`config.mk`:
```
export PLATFORM = sky130hd
export DESIGN_NAME = rational_normalize_divide
export DESIGN_NICKNAME = d
export VERILOG_FILES = /design/src/sv/rnd_pkg.sv /design/src/sv/rnd_sequencer.sv /design/src/sv/rnd_datapath.sv /design/src/sv/rational_normalize_divide.sv
export VERILOG_INCLUDE_DIRS = /design/src /design/src/sv
export SDC_FILE = /design/constraint.sdc
export NUM_CORES = 2
export LEC_CHECK = 0
export BUFFER_PORTS_ARGS = -buffer_cell sky130_fd_sc_hd__buf_2
export CORE_UTILIZATION = 40
export DETAILED_ROUTE_END_ITERATION = 10
export GPL_TIMING_DRIVEN = 0
export PLACE_DENSITY_LB_ADDON = 0.2
export REMOVE_ABC_BUFFERS = 1
export SLEW_MARGIN = 10
export SYNTH_ARGS = -nofsm -noshare
export SYNTH_HDL_FRONTEND = slang
export SYNTH_SLANG_ARGS = --single-unit
```
`constraint.sdc`:
```
create_clock -name clk_i -period 13.6 [get_ports clk_i]
set_input_delay 0.68 -clock clk_i [delete_from_list [all_inputs] [get_ports clk_i]]
set_output_delay 0.68 -clock clk_i [all_outputs]
set_load 0.005 [all_outputs]
```
`src/sv/rational_normalize_divide_defines.svh`:
```
// Assertion macros for the rational normalize and divide block.
`ifndef RATIONAL_NORMALIZE_DIVIDE_DEFINES_SVH
`define RATIONAL_NORMALIZE_DIVIDE_DEFINES_SVH

`ifndef SYNTHESIS
// Clocked check, switched off while reset is asserted.
`define RND_ASSERT(lbl, prop, msg) \
  lbl: assert property (@(posedge clk_i) disable iff (!rst_ni) prop) \
    else $error(msg);
// Clocked check that also holds while reset is asserted.
`define RND_ASSERT_ALWAYS(lbl, prop, msg) \
  lbl: assert property (@(posedge clk_i) prop) \
    else $error(msg);
`else
`define RND_ASSERT(lbl, prop, msg)
`define RND_ASSERT_ALWAYS(lbl, prop, msg)
`endif

`endif

```
`src/sv/rnd_pkg.sv`:
```
// Shared types, constants and microcode store of the rational normalize and divide block.
`timescale 1ns / 1ps

package rnd_pkg;

  // Result word size used for the overflow limits
  localparam int unsigned WORD_BITS = 32;
  // Field, product and counter widths
  localparam int unsigned FW    = 32;
  localparam int unsigned PW    = 2 * FW;
  localparam int unsigned DEN_W = 31;
  localparam int unsigned KW    = 6;
  localparam int unsigned CNT_W = 6;
  localparam int unsigned UPC_W = 4;

  // Largest positive magnitude plus one, 2^(WORD_BITS-1)
  localparam logic [PW-1:0] HALF = PW'(1) << (WORD_BITS - 1);

  // Request kinds carried in tuser
  localparam logic REQ_REDUCE = 1'b0;
  localparam logic REQ_DIVIDE = 1'b1;

  typedef logic [UPC_W-1:0] rnd_upc_t;

  typedef enum logic [1:0] {
    ST_OK       = 2'd0,
    ST_ZERO_DEN = 2'd1,
    ST_DIV_ZERO = 2'd2,
    ST_OVERFLOW = 2'd3
  } rnd_status_e;

  // Datapath operations, one per control word
  typedef enum logic [3:0] {
    OP_NOP, OP_LOAD, OP_CHECK, OP_MULN, OP_MULD, OP_INITG, OP_STRIP2, OP_STRIPU,
    OP_GCD, OP_MKG, OP_DIVN, OP_SETD, OP_DIVD, OP_FIN, OP_ZERO, OP_EMIT
  } rnd_op_e;

  // Jump conditions
  typedef enum logic [3:0] {
    C_ALWAYS, C_NO_IN, C_ERR, C_N_ZERO, C_BOTH_EVEN, C_U_EVEN, C_V_NZ, C_CNT_NZ,
    C_OUT_BUSY
  } rnd_cond_e;

  typedef struct packed {
    rnd_op_e   op;
    rnd_cond_e cond;
    rnd_upc_t  jmp;
  } rnd_ctrl_t;

  // Status flags from the datapath to the sequencer
  typedef struct packed {
    logic err;
    logic n_zero;
    logic both_even;
    logic u_even;
    logic v_nz;
    logic cnt_nz;
  } rnd_flags_t;

  typedef struct packed {
    logic          req_type;
    logic [FW-1:0] a_num;
    logic [FW-1:0] a_den;
    logic [FW-1:0] b_num;
    logic [FW-1:0] b_den;
  } rnd_req_t;

  typedef struct packed {
    logic [FW-1:0]    res_num;
    logic [DEN_W-1:0] res_den;
    rnd_status_e      status;
  } rnd_res_t;

  // Program step addresses
  localparam rnd_upc_t STEP_ACCEPT = rnd_upc_t'(0);
  localparam rnd_upc_t STEP_CHECK  = rnd_upc_t'(1);
  localparam rnd_upc_t STEP_MULN   = rnd_upc_t'(2);
  localparam rnd_upc_t STEP_MULD   = rnd_upc_t'(3);
  localparam rnd_upc_t STEP_INITG  = rnd_upc_t'(4);
  localparam rnd_upc_t STEP_STRIP2 = rnd_upc_t'(5);
  localparam rnd_upc_t STEP_STRIPU = rnd_upc_t'(6);
  localparam rnd_upc_t STEP_GCD    = rnd_upc_t'(7);
  localparam rnd_upc_t STEP_MKG    = rnd_upc_t'(8);
  localparam rnd_upc_t STEP_DIVN   = rnd_upc_t'(9);
  localparam rnd_upc_t STEP_SETD   = rnd_upc_t'(10);
  localparam rnd_upc_t STEP_DIVD   = rnd_upc_t'(11);
  localparam rnd_upc_t STEP_FIN    = rnd_upc_t'(12);
  localparam rnd_upc_t STEP_ZERO   = rnd_upc_t'(13);
  localparam rnd_upc_t STEP_SPARE  = rnd_upc_t'(14);
  localparam rnd_upc_t STEP_EMIT   = rnd_upc_t'(15);

  // Control store: next step is jmp when cond holds, else the following step
  function automatic rnd_ctrl_t rnd_ucode(rnd_upc_t upc);
    rnd_ctrl_t w;
    case (upc)
      STEP_ACCEPT: w = '{op: OP_LOAD,   cond: C_NO_IN,     jmp: STEP_ACCEPT};
      STEP_CHECK:  w = '{op: OP_CHECK,  cond: C_ERR,       jmp: STEP_EMIT};
      STEP_MULN:   w = '{op: OP_MULN,   cond: C_ALWAYS,    jmp: STEP_MULD};
      STEP_MULD:   w = '{op: OP_MULD,   cond: C_ALWAYS,    jmp: STEP_INITG};
      STEP_INITG:  w = '{op: OP_INITG,  cond: C_N_ZERO,    jmp: STEP_ZERO};
      STEP_STRIP2: w = '{op: OP_STRIP2, cond: C_BOTH_EVEN, jmp: STEP_STRIP2};
      STEP_STRIPU: w = '{op: OP_STRIPU, cond: C_U_EVEN,    jmp: STEP_STRIPU};
      STEP_GCD:    w = '{op: OP_GCD,    cond: C_V_NZ,      jmp: STEP_GCD};
      STEP_MKG:    w = '{op: OP_MKG,    cond: C_ALWAYS,    jmp: STEP_DIVN};
      STEP_DIVN:   w = '{op: OP_DIVN,   cond: C_CNT_NZ,    jmp: STEP_DIVN};
      STEP_SETD:   w = '{op: OP_SETD,   cond: C_ALWAYS,    jmp: STEP_DIVD};
      STEP_DIVD:   w = '{op: OP_DIVD,   cond: C_CNT_NZ,    jmp: STEP_DIVD};
      STEP_FIN:    w = '{op: OP_FIN,    cond: C_ALWAYS,    jmp: STEP_EMIT};
      STEP_ZERO:   w = '{op: OP_ZERO,   cond: C_ALWAYS,    jmp: STEP_EMIT};
      STEP_SPARE:  w = '{op: OP_NOP,    cond: C_ALWAYS,    jmp: STEP_ACCEPT};
      STEP_EMIT:   w = '{op: OP_EMIT,   cond: C_OUT_BUSY,  jmp: STEP_EMIT};
      default:     w = '{op: OP_NOP,    cond: C_ALWAYS,    jmp: STEP_ACCEPT};
    endcase
    return w;
  endfunction

  // Magnitude of a two's complement field; the most negative value maps to 2^(FW-1)
  function automatic logic [FW-1:0] rnd_mag(logic [FW-1:0] v);
    return v[FW-1] ? (~v + FW'(1)) : v;
  endfunction

endpackage

```
`src/sv/rnd_sequencer.sv`:
```
// Microcode sequencer: step counter, control store lookup and conditional jumps.
`timescale 1ns / 1ps
`include "rational_normalize_divide_defines.svh"

module rnd_sequencer (
  input  logic               clk_i,
  input  logic               rst_ni,
  input  rnd_pkg::rnd_flags_t flags_i,
  input  logic               in_valid_i,
  input  logic               out_free_i,
  output rnd_pkg::rnd_ctrl_t  ctrl_o
);
  import rnd_pkg::*;

  rnd_upc_t  upc_q, upc_d;
  rnd_ctrl_t ctrl;
  logic      hit;

  assign ctrl   = rnd_ucode(upc_q);
  assign ctrl_o = ctrl;

  // Jump condition select
  always_comb begin
    case (ctrl.cond)
      C_ALWAYS:    hit = 1'b1;
      C_NO_IN:     hit = !in_valid_i;
      C_ERR:       hit = flags_i.err;
      C_N_ZERO:    hit = flags_i.n_zero;
      C_BOTH_EVEN: hit = flags_i.both_even;
      C_U_EVEN:    hit = flags_i.u_even;
      C_V_NZ:      hit = flags_i.v_nz;
      C_CNT_NZ:    hit = flags_i.cnt_nz;
      C_OUT_BUSY:  hit = !out_free_i;
      default:     hit = 1'b1;
    endcase
  end

  // Next step; the last step wraps to the accept step
  assign upc_d = hit ? ctrl.jmp : (upc_q + rnd_upc_t'(1));

  always_ff @(posedge clk_i or negedge rst_ni) begin
    if (!rst_ni) begin
      upc_q <= STEP_ACCEPT;
    end else begin
      upc_q <= upc_d;
    end
  end

  `RND_ASSERT_ALWAYS(a_reset_step, !rst_ni |-> (upc_q == STEP_ACCEPT), "step not cleared by reset")
  `RND_ASSERT(a_wait_hold, (upc_q == STEP_ACCEPT && !in_valid_i) |=> (upc_q == STEP_ACCEPT), "left accept without a request")
  `RND_ASSERT(a_emit_hold, (upc_q == STEP_EMIT && !out_free_i) |=> (upc_q == STEP_EMIT), "left emit while output busy")
  `RND_ASSERT(a_emit_done, (upc_q == STEP_EMIT && out_free_i) |=> (upc_q == STEP_ACCEPT), "emit did not return to accept")

endmodule

```
`src/sv/rnd_datapath.sv`:
```
// Datapath: operand latch, shared multiplier, binary gcd unit and serial divider.
`timescale 1ns / 1ps
`include "rational_normalize_divide_defines.svh"

module rnd_datapath (
  input  logic                clk_i,
  input  logic                rst_ni,
  input  rnd_pkg::rnd_ctrl_t  ctrl_i,
  input  rnd_pkg::rnd_req_t   req_i,
  output rnd_pkg::rnd_flags_t flags_o,
  output rnd_pkg::rnd_res_t   res_o
);
  import rnd_pkg::*;

  rnd_req_t         req_q;
  rnd_res_t         res_q;
  logic             neg_q;
  logic [PW-1:0]    n_q, d_q, u_q, v_q, r_q, q_q;
  logic [KW-1:0]    k_q;
  logic [CNT_W-1:0] cnt_q;

  rnd_status_e      err_st;
  logic [FW-1:0]    mul_a, mul_b;
  logic [PW-1:0]    prod;
  logic [PW-1:0]    rs, rs_sub;
  logic             rs_ge;
  logic [PW-1:0]    num_mag;
  logic             ovf;

  // Error screening: zero denominators first, then a zero divisor
  always_comb begin
    if (req_q.a_den == '0) begin
      err_st = ST_ZERO_DEN;
    end else if (req_q.req_type && req_q.b_den == '0) begin
      err_st = ST_ZERO_DEN;
    end else if (req_q.req_type && req_q.b_num == '0) begin
      err_st = ST_DIV_ZERO;
    end else begin
      err_st = ST_OK;
    end
  end

  // Shared 32x32 multiplier; a reduce request multiplies by one
  assign mul_a = rnd_mag((ctrl_i.op == OP_MULN) ? req_q.a_num : req_q.a_den);
  assign mul_b = !req_q.req_type ? FW'(1)
               : rnd_mag((ctrl_i.op == OP_MULN) ? req_q.b_den : req_q.b_num);
  assign prod  = PW'(mul_a) * PW'(mul_b);

  // Restoring divide step, divisor is the gcd in u_q
  assign rs     = {r_q[PW-2:0], q_q[PW-1]};
  assign rs_ge  = (rs >= u_q);
  assign rs_sub = rs - u_q;

  // Final range check; q_q holds the reduced denominator magnitude
  assign num_mag = neg_q ? (~n_q + PW'(1)) : n_q;
  assign ovf     = (q_q > (HALF - PW'(1))) ||
                   (neg_q ? (n_q > HALF) : (n_q > (HALF - PW'(1))));

  // Main datapath registers, one operation per step
  always_ff @(posedge clk_i) begin
    case (ctrl_i.op)
      OP_LOAD: begin
        req_q <= req_i;
      end
      OP_CHECK: begin
        neg_q <= req_q.a_num[FW-1] ^ req_q.a_den[FW-1] ^
                 (req_q.req_type & (req_q.b_num[FW-1] ^ req_q.b_den[FW-1]));
        res_q <= '{res_num: '0, res_den: '0, status: err_st};
      end
      OP_MULN: n_q <= prod;
      OP_MULD: d_q <= prod;
      OP_INITG: begin
        u_q <= n_q;
        v_q <= d_q;
        k_q <= '0;
      end
      OP_STRIP2: begin
        if (!u_q[0] && !v_q[0]) begin
          u_q <= u_q >> 1;
          v_q <= v_q >> 1;
          k_q <= k_q + KW'(1);
        end
      end
      OP_STRIPU: begin
        if (!u_q[0]) u_q <= u_q >> 1;
      end
      OP_GCD: begin
        // u stays odd; v is halved when even, else replaced by |u - v|
        if (!v_q[0]) begin
          v_q <= v_q >> 1;
        end else if (u_q > v_q) begin
          u_q <= v_q;
          v_q <= u_q - v_q;
        end else begin
          v_q <= v_q - u_q;
        end
      end
      OP_MKG: begin
        u_q <= u_q << k_q;
        r_q <= '0;
        q_q <= n_q;
      end
      OP_DIVN, OP_DIVD: begin
        r_q <= rs_ge ? rs_sub : rs;
        q_q <= {q_q[PW-2:0], rs_ge};
      end
      OP_SETD: begin
        n_q <= q_q;
        r_q <= '0;
        q_q <= d_q;
      end
      OP_FIN: begin
        if (ovf) begin
          res_q <= '{res_num: '0, res_den: '0, status: ST_OVERFLOW};
        end else begin
          res_q <= '{res_num: num_mag[FW-1:0], res_den: q_q[DEN_W-1:0], status: ST_OK};
        end
      end
      OP_ZERO: begin
        res_q <= '{res_num: '0, res_den: DEN_W'(1), status: ST_OK};
      end
      default: ;
    endcase
  end

  // Divide loop counter
  always_ff @(posedge clk_i or negedge rst_ni) begin
    if (!rst_ni) begin
      cnt_q <= '0;
    end else begin
      case (ctrl_i.op)
        OP_MKG, OP_SETD:  cnt_q <= '1;
        OP_DIVN, OP_DIVD: cnt_q <= cnt_q - CNT_W'(1);
        default: ;
      endcase
    end
  end

  assign flags_o = '{
    err:       (err_st != ST_OK),
    n_zero:    (n_q == '0),
    both_even: (!u_q[0] && !v_q[0]),
    u_even:    !u_q[0],
    v_nz:      (v_q != '0),
    cnt_nz:    (cnt_q != '0)
  };
  assign res_o = res_q;

  `RND_ASSERT(a_gcd_nonzero, (ctrl_i.op == OP_MKG) |=> (u_q != '0), "gcd came out zero")
  `RND_ASSERT(a_rem_below_g, (ctrl_i.op == OP_DIVN || ctrl_i.op == OP_DIVD) |=> (r_q < u_q), "remainder not below gcd")
  `RND_ASSERT(a_err_status, (ctrl_i.op == OP_CHECK && flags_o.err) |=> (res_q.status != ST_OK), "error request staged as ok")

endmodule

```
`src/sv/rational_normalize_divide.sv`:
```
// Top level of the rational normalize and divide block: sequencer, datapath, output register.
//
//  channel  dir  ports               payload
//  s_axis   in   tvalid/tready       tdata: a_num, a_den, b_num, b_den; tuser: req_type
//  m_axis   out  tvalid/tready       tdata: res_num, res_den, pad; tuser: status
//
//  One request at a time. Error requests and zero numerators skip the gcd and the
//  divisions. Other requests run the binary gcd loop (one step per common factor of
//  two, per stripped factor of u, per gcd step), then the two serial divisions of the
//  64-bit products by the gcd, which dominate. Reset clears the step counter and the
//  output valid. A new request is taken as soon as the previous result is in the output
//  register; a stalled output holds the sequencer in its emit step.
`timescale 1ns / 1ps

module rational_normalize_divide (
  input  logic         clk_i,
  input  logic         rst_ni,
  input  logic         s_axis_tvalid,
  output logic         s_axis_tready,
  input  logic [127:0] s_axis_tdata,   // a_num[31:0], a_den[63:32], b_num[95:64], b_den[127:96]
  input  logic         s_axis_tuser,   // req_type
  output logic         m_axis_tvalid,
  input  logic         m_axis_tready,
  output logic [63:0]  m_axis_tdata,   // res_num[31:0], res_den[62:32], zero[63]
  output logic [1:0]   m_axis_tuser    // status
);
  import rnd_pkg::*;

  rnd_ctrl_t  ctrl;
  rnd_flags_t flags;
  rnd_req_t   req;
  rnd_res_t   res;
  rnd_res_t   out_q;
  logic       out_valid_q;
  logic       out_free;
  logic       emit;

  assign req = '{
    req_type: s_axis_tuser,
    a_num:    s_axis_tdata[31:0],
    a_den:    s_axis_tdata[63:32],
    b_num:    s_axis_tdata[95:64],
    b_den:    s_axis_tdata[127:96]
  };

  assign s_axis_tready = (ctrl.op == OP_LOAD);
  assign out_free      = !out_valid_q || m_axis_tready;
  assign emit          = (ctrl.op == OP_EMIT) && out_free;

  rnd_sequencer u_seq (
    .clk_i      (clk_i),
    .rst_ni     (rst_ni),
    .flags_i    (flags),
    .in_valid_i (s_axis_tvalid),
    .out_free_i (out_free),
    .ctrl_o     (ctrl)
  );

  rnd_datapath u_dp (
    .clk_i   (clk_i),
    .rst_ni  (rst_ni),
    .ctrl_i  (ctrl),
    .req_i   (req),
    .flags_o (flags),
    .res_o   (res)
  );

  // Output register valid
  always_ff @(posedge clk_i or negedge rst_ni) begin
    if (!rst_ni) begin
      out_valid_q <= 1'b0;
    end else if (emit) begin
      out_valid_q <= 1'b1;
    end else if (m_axis_tready) begin
      out_valid_q <= 1'b0;
    end
  end

  // Output register payload
  always_ff @(posedge clk_i) begin
    if (emit) out_q <= res;
  end

  assign m_axis_tvalid = out_valid_q;
  assign m_axis_tdata  = {1'b0, out_q.res_den, out_q.res_num};
  assign m_axis_tuser  = out_q.status;

endmodule

```
### Word-level counts from Yosys, hierarchy flattened

Memory sizes are Yosys's and may differ from the RTL's.
Cells that the tools add are included.

| word-level totals | value |
|---|---|
| input port bits | 133 |
| logic and storage cells | 138 |
| register bits after elaboration | 660 |
| output and inout port bits | 68 |
| bits in read-only memories | 192 |
| memories kept | 1 |
| memory bits (writable) | 0 |
| bits in latches | 0 |

| cells by class | value |
|---|---|
| multipliers | 1 |
| bitwise operators | 7 |
| reduce and logical (&&, ||, !) cells | 32 |
| shift-type cells | 1 |
| eq/ne operators | 27 |
| mux-type cells | 32 |
| $add $sub $neg | 9 |
| $lt $le $gt $ge | 5 |
| divide/modulo/power cells | 0 |

Memories:

| memory | words | bits a word | read ports | clocked after Yosys merged registers in | wr ports | line | source |
|---|---|---|---|---|---|---|---|
| (no name shown) | 16 | 12 | 1 | 0 | 0 | rnd_pkg.sv:95 | `case (upc)` |

Operator list:

| kind | count |
|---|---|
| $mux 64 | 7 |
| $pmux 64 s3 | 2 |
| $pmux 64 s5 | 1 |
| $pmux 65 s3 | 1 |
| $mux 32 | 6 |
| $gt 64x31->1 const B | 2 |
| $pmux 64 s2 | 1 |
| $sub 64x64->64 | 2 |
| $pmux 63 s2 | 1 |
| $add 32x1->32 const B | 3 |
| $logic_not 32->1 | 3 |
| $not 32->32 | 3 |
| $mux 65 | 1 |
| $ge 64x64->1 | 1 |
| $gt 64x32->1 const B | 1 |
| $gt 64x64->1 | 1 |
| $logic_not 64->1 | 1 |
| $mul 32x32->64 | 1 |
| $reduce_bool 64->1 | 1 |
| $shl 64x6->64 | 1 |
| $mux 63 | 1 |
| $sub 63x63->63 | 1 |
| $eq 4x4->1 const B | 9 |
| $eq 4x3->1 const B | 8 |
| other kinds (26) | 55 |

### Logic depth before layout (Yosys ltp)

An unclocked memory read counts as a cell.

| logic depth | value |
|---|---|
| depth in word-level cells | 9 |
| mapped depth | 49 |
| mapped depth without buffers | 40 |

### Hierarchy

A second synthesis with hierarchy kept.

| unflattened totals | value |
|---|---|
| cell total of the unflattened synthesis | 8,388 |
| area total of the unflattened synthesis | 77,305.4 um^2 |

By module, submodules not included:

| module | area each (um^2) | sequential area each (um^2) | instances | cells an instance |
|---|---|---|---|---|
| rnd_datapath | 74,664.1 | 17,687.0 | 1 | 8,251 |
| rational_normalize_divide | 2,025.7 | 1,976.9 | 1 | 73 |
| rnd_sequencer | 615.6 | 100.1 | 1 | 64 |

### Worst setup path before layout

OpenSTA, ideal clock, no wires.

| timing path | value |
|---|---|
| path type | register -> register |
| start point | register u_seq.upc_q[0] |
| end point | register u_dp.n_q[57] (data pin) |
| buffers on the path | 11 |
| slack | 1.580 ns |
| period minus slack after synthesis | 12.020 ns |
| setup time | 0.260 ns |
| data required time | 13.340 ns |
| cell stages (with the launch flop) | 49 |
| data arrival time | 11.760 ns |
| path through | dfrtp_1 -> buf_4 -> inv_1 -> ha_1 -> and2b_1 -> mux2i_2 -> nor4_4 -> buf_6 -> buf_6 -> buf_4 -> buf_4 -> buf_2 -> buf_4 -> mux2i_1 -> ha_1 -> nand3_1 -> or2_1 -> clkbuf_1 -> (+13 left out) -> inv_1 -> fa_1 -> fa_1 -> fa_1 -> fa_1 -> inv_1 -> ha_1 -> clkbuf_1 -> a21o_1 -> a21o_1 -> a21oi_1 -> o21ai_0 -> a221o_1 -> a41oi_1 -> nor4_1 -> a2111oi_0 -> xnor2_1 -> mux2_2 |

| between the ends | value |
|---|---|
| word-level cells in the longest chain between the ends | 9 |
| elaborated cells on any way between the ends | 14 |
| classes of those cells | add/sub (2); mul (1); eq/ne (2); mux (6); bitwise (2); memory (1) |

RTL lines:

| what | line | source |
|---|---|---|
| start: declaration | rnd_sequencer.sv:15 | `rnd_upc_t upc_q, upc_d;` |
| start signal: assignment | rnd_sequencer.sv:45 | `upc_q <= upc_d;` |
| $mem_v2 16x12 * | - |  |
| $eq 4x2->1 * | rnd_datapath.sv:44, rnd_datapath.sv:46 |  |
| $mux 32 | rnd_datapath.sv:46 | `: rnd_mag((ctrl_i.op == OP_MULN) ? req_q.b_den : req_q.b_num);` |
| $not 32->32 | rnd_pkg.sv:119 | `return v[FW-1] ? (~v + FW'(1)) : v;` |
| $add 32x1->32 | rnd_pkg.sv:119 |  |
| $mux 32 | rnd_pkg.sv:119 |  |
| $mux 32 | rnd_datapath.sv:45 | `assign mul_b = !req_q.req_type ? FW'(1)` |
| $mul 32x32->64 * | rnd_datapath.sv:47 | `assign prod = PW'(mul_a) * PW'(mul_b);` |
| via u_dp.prod[57] | rnd_datapath.sv:24 | `logic [PW-1:0] prod;` |
| $pmux 64 s2 * | rnd_datapath.sv:61 | `case (ctrl_i.op)` |
| end signal: assignment | rnd_datapath.sv:70 | `OP_MULN: n_q <= prod;` |
| end signal: assignment | rnd_datapath.sv:108 | `n_q <= q_q;` |
| end: declaration | rnd_datapath.sv:18 | `logic [PW-1:0] n_q, d_q, u_q, v_q, r_q, q_q;` |

Mark *: on every way through the listed nets, which the timed path passes. The rest lies on a longest branch.
A chain may end at the register's enable or synchronous reset.

### Final worst setup path

| timing path | value |
|---|---|
| start point | register u_seq.upc_q[0] |
| end point | register u_dp.n_q[60] (data pin) |

The elaborated chain is that of the path after synthesis.

==> impl_metrics.py <==
metrics = {
    "place": {
        "hpwl_mm": 230,
        "numPortBuffers": 199,
        "gp_congestion": 0.957,
    },
    "sta": {
        "post-route-min-period_ps": 13340,
        "hold_violations": 0,
        "slew_headroom_pct": 8.07,
        "final.setup.tns_ps": 0,
        "setup_viol": 0,
        "tightest_slew_ps": 1380,
        "finalCritPeriodShare_pct": 98.1,
        "finalClockSkew_ps": 63.3,
        "rsz0062_at_grt": "no",
        "max_freq_ghz": 0.0750,
        "slew_violations": 0,
    },
    "floorplanning": {
        "core_mm2": 0.193,
        "initial_core_util_pct": 40.2,
        "fp-row-count": 161,
        "die_w_um": 442,
        "dieArea_mm2": 0.195,
        "die_y_um": 442,
        "io_pins": 201,
    },
    "layout": {
        "drive_above_1_share_pct": 8.66,
        "regArea_mm2": 0.0198,
        "syn_to_final_growth_pct": 10.7,
        "final_nets": 9894,
        "fillers": 18500,
        "multiInputGateArea_mm2": 0.0525,
        "antenna_cells": 0,
    },
    "critical_path": {
        "timing.rr.start": "u_seq.upc_q[0]",
        "cpMostUsedCell": "fa_1",
        "critPathMaxFanout": 41,
        "arrival_ps": 13810,
        "crit_type": "reg -> reg",
        "end_kind": "flip-flop",
        "cp.required_ps": 14070,
        "max_stage_delay_ps": 740,
        "rr_endpoint": "u_dp.n_q[60]",
        "startpoint_type": "flip-flop",
        "slowest_stage": "or4_2",
        "r2r_cells": 37,
        "r2r_setup_slack_ps": 260,
    },
    "cts": {
        "cts.sinks": 660,
        "htreeDepth": 3,
        "clock_path_buffers": 3,
        "clk-insertion-delay-late_ps": 730,
        "tritoncts": "yes",
        "clkSlewWorstSetupHoldPaths_ps": 70,
        "clock-root-buffer": "clkbuf_16",
        "cts_buffers": 75,
    },
    "synth": {
        "synth_enable_flop_cells": 649,
        "async_flop_share_pct": 1.67,
        "synth-main-ff-cell": "edfxtp_1",
        "netlist_area_mm2": 0.0775,
        "seq_area_frac_synth_pct": 25.5,
        "ys_ff_latch": 660,
        "syn_inst": 8433,
        "ys_warn_count": 0,
        "synth_area_per_cell_um2": 9.19,
        "synth.distinct_cells": 89,
    },
    "worst_hold_path": {
        "holdCritStartpoint": "s_axis_tdata[122]",
        "whs_path_depth": 1,
        "min_to": "u_dp.req_q[26]",
        "hp-class": "in -> reg",
    },
    "detailed_routing": {
        "via_per_inst": 5.83,
        "wl_per_cell_um": 26.1,
        "antenna_left": 0,
        "drc": 0,
        "routed_wl_mm": 286,
        "drtPass1Iterations": 9,
        "vias": 64000,
        "first_iter_violations": 5530,
    },
    "global_routing": {
        "grt_overflow": 0,
        "grt_start_max_net_pins": 67,
        "grt_pass1_wl_mm": 427,
        "grt_usage_pct": 29.1,
        "grt_pass1_vias": 66100,
        "antenna_found_initial": 4,
    },
    "flow_run": {
        "drv_cap": 0,
    },
    "status": {
        "status": "finished, final reports clean",
    },
}
[worst max-delay path by stage]
stage,from,to,depth (start not counted)
2_1_floorplan,u_seq.upc_q[0],u_dp.n_q[57],36
4_1_cts,u_seq.upc_q[0],u_dp.n_q[58],37
6_report,u_seq.upc_q[0],u_dp.n_q[60],37
3_3_place_gp,u_seq.upc_q[0],u_dp.n_q[60],37
3_5_place_dp,u_seq.upc_q[0],u_dp.n_q[60],39
5_1_grt,u_seq.upc_q[0],u_dp.n_q[60],37
[critical path, delay by kind of cell, from the launching register on]
kind / cells / cell delay (ps)
multiplexers: 2 / 510
flip-flops: 1 / 620
XOR/XNOR: 2 / 610
adder cells (fa/ha/maj): 11 / 5310
AND/OR/NAND/NOR: 11 / 3330
AO/OA/AOI/OAI: 4 / 1490
buffers and inverters: 7 / 1150
[flip-flops by register name, summed over array words and instances, names as in the netlist]
register	count
m_axis_tdata	63
u_dp.req_q	129
u_seq.upc_q	4
u_dp.neg_q	1
u_dp.res_o	65
u_dp.cnt_q	6
m_axis_tuser	2
u_dp.r_q	63
u_dp.u_q	64
m_axis_tvalid	1
u_dp.d_q	64
u_dp.v_q	64
u_dp.n_q	64
u_dp.q_q	64
u_dp.k_q	6
[per-stage QoR]
| step | hold slack, ps | util (%) | setup WS, ps | cell area, um2 | cells |
|---|---|---|---|---|---|
| 5_1_grt | 117 | 44.5 | 16.7 | 85800 | 11000 |
| 4_1_cts | 112 | 44.5 | 59.7 | 85600 | 11000 |
| 2_1_floorplan | 384 | - | -1090 | 75600 | 7954 |
| 3_5_place_dp | 405 | 43.2 | -2290 | 83100 | 10800 |
| 3_3_place_gp | 404 | 41.4 | -7570 | 79700 | 10700 |
| 6_report | 143 | 44.5 | 264 | 85800 | 11000 |
[final cells by class]
cell class	count	share of cell area [%]
multi-input combinational	6182	61.3
inverter	1112	4.89
timing repair buffer	364	4.31
sequential	660	23.0
clock buffer	93	2.32
clock inverter	41	0.512
tap	2526	3.68
[metal layers]
| layer | track usage (%) | wire length (um) | up-vias |
|---|---|---|---|
| li1 | - | - | 28300 |
| met5 | 0 | 8 | - |
| met4 | 16.2 | 19000 | 2 |
| met1 | 37.5 | 116000 | 32200 |
| met2 | 46.5 | 130000 | 2809 |
| met3 | 4.89 | 21500 | 717 |
[logic make-up after synthesis]
kind of cell             Yosys count  share of synthesized area, %
other                              1                       0.00484
AO/OA/AOI/OAI                   1604                          13.5
AND/OR/NAND/NOR                 2632                          14.5
flip-flops                       660                          25.5
adder cells (fa/ha/maj)         1366                          30.8
multiplexers                     286                          4.54
buffers and inverters           1591                          7.86
XOR/XNOR                         293                          3.32
[Yosys cell counts (21+ instances only)]
cell type	n	area [um2]
a211oi_1	58	435
a21o_1	162	1220
a21oi_1	384	1920
a221oi_1	62	543
a22oi_1	130	976
a31oi_1	53	332
and2_1	107	669
and3_1	38	238
buf_1	35	131
buf_2	49	245
clkbuf_1	383	1440
edfxtp_1	649	19500
fa_1	899	18000
ha_1	467	5840
inv_1	1108	4160
mux2_2	45	507
mux2i_1	192	1920
mux4_2	47	1060
nand2_1	1203	4520
nand2b_1	22	138
nand3_1	73	365
nand4_1	84	526
nor2_1	842	3160
nor2b_1	23	144
nor3_1	75	375
nor4_1	66	413
o211ai_1	25	188
o21a_1	60	450
o21ai_0	344	1720
o21bai_1	68	510
o221ai_1	21	184
o22a_1	22	193
o22ai_1	27	169
o31ai_1	43	323
or3_1	37	231
xnor2_1	165	1450
xor2_1	127	1110
[cell usage in the layout, fill, tap and decap left out, types with 37 or more instances in the layout]
cell type | netlist | routed
a211oi_1 | 58 | 57
and2_1 | 107 | 94
a31oi_1 | 53 | 53
nand2_1 | 1203 | 1194
and3_1 | 38 | 37
a221oi_1 | 62 | 62
nor3_1 | 75 | 72
a21o_1 | 162 | 162
o31ai_1 | 43 | 40
buf_2 | 49 | 200
xnor2_1 | 165 | 136
nand3_1 | 73 | 72
o21a_1 | 60 | 60
nand4_1 | 84 | 84
ha_1 | 467 | 466
buf_6 | 3 | 41
o21ai_0 | 344 | 342
mux2_2 | 45 | 45
a21oi_1 | 384 | 382
a22oi_1 | 130 | 129
inv_1 | 1108 | 1107
nor2_1 | 842 | 833
o21bai_1 | 68 | 68
xor2_1 | 127 | 100
nor4_1 | 66 | 64
mux4_2 | 47 | 47
mux2i_1 | 192 | 187
edfxtp_1 | 649 | 649
fa_1 | 899 | 899
buf_8 | 0 | 54
clkbuf_16 | 0 | 76
[timing repair]
item	4_1_cts	5_1_grt
endpoints found under the hold margin	11	0
setup endpoints to repair	90	42
pin swaps	1	2
buffers inserted	1	1
hold buffers	1	0
gates resized for setup	14	31
Power is left out: the tool's default activity adds up to more than one toggle a clock period on the data nets, which glitch-free logic cannot reach.
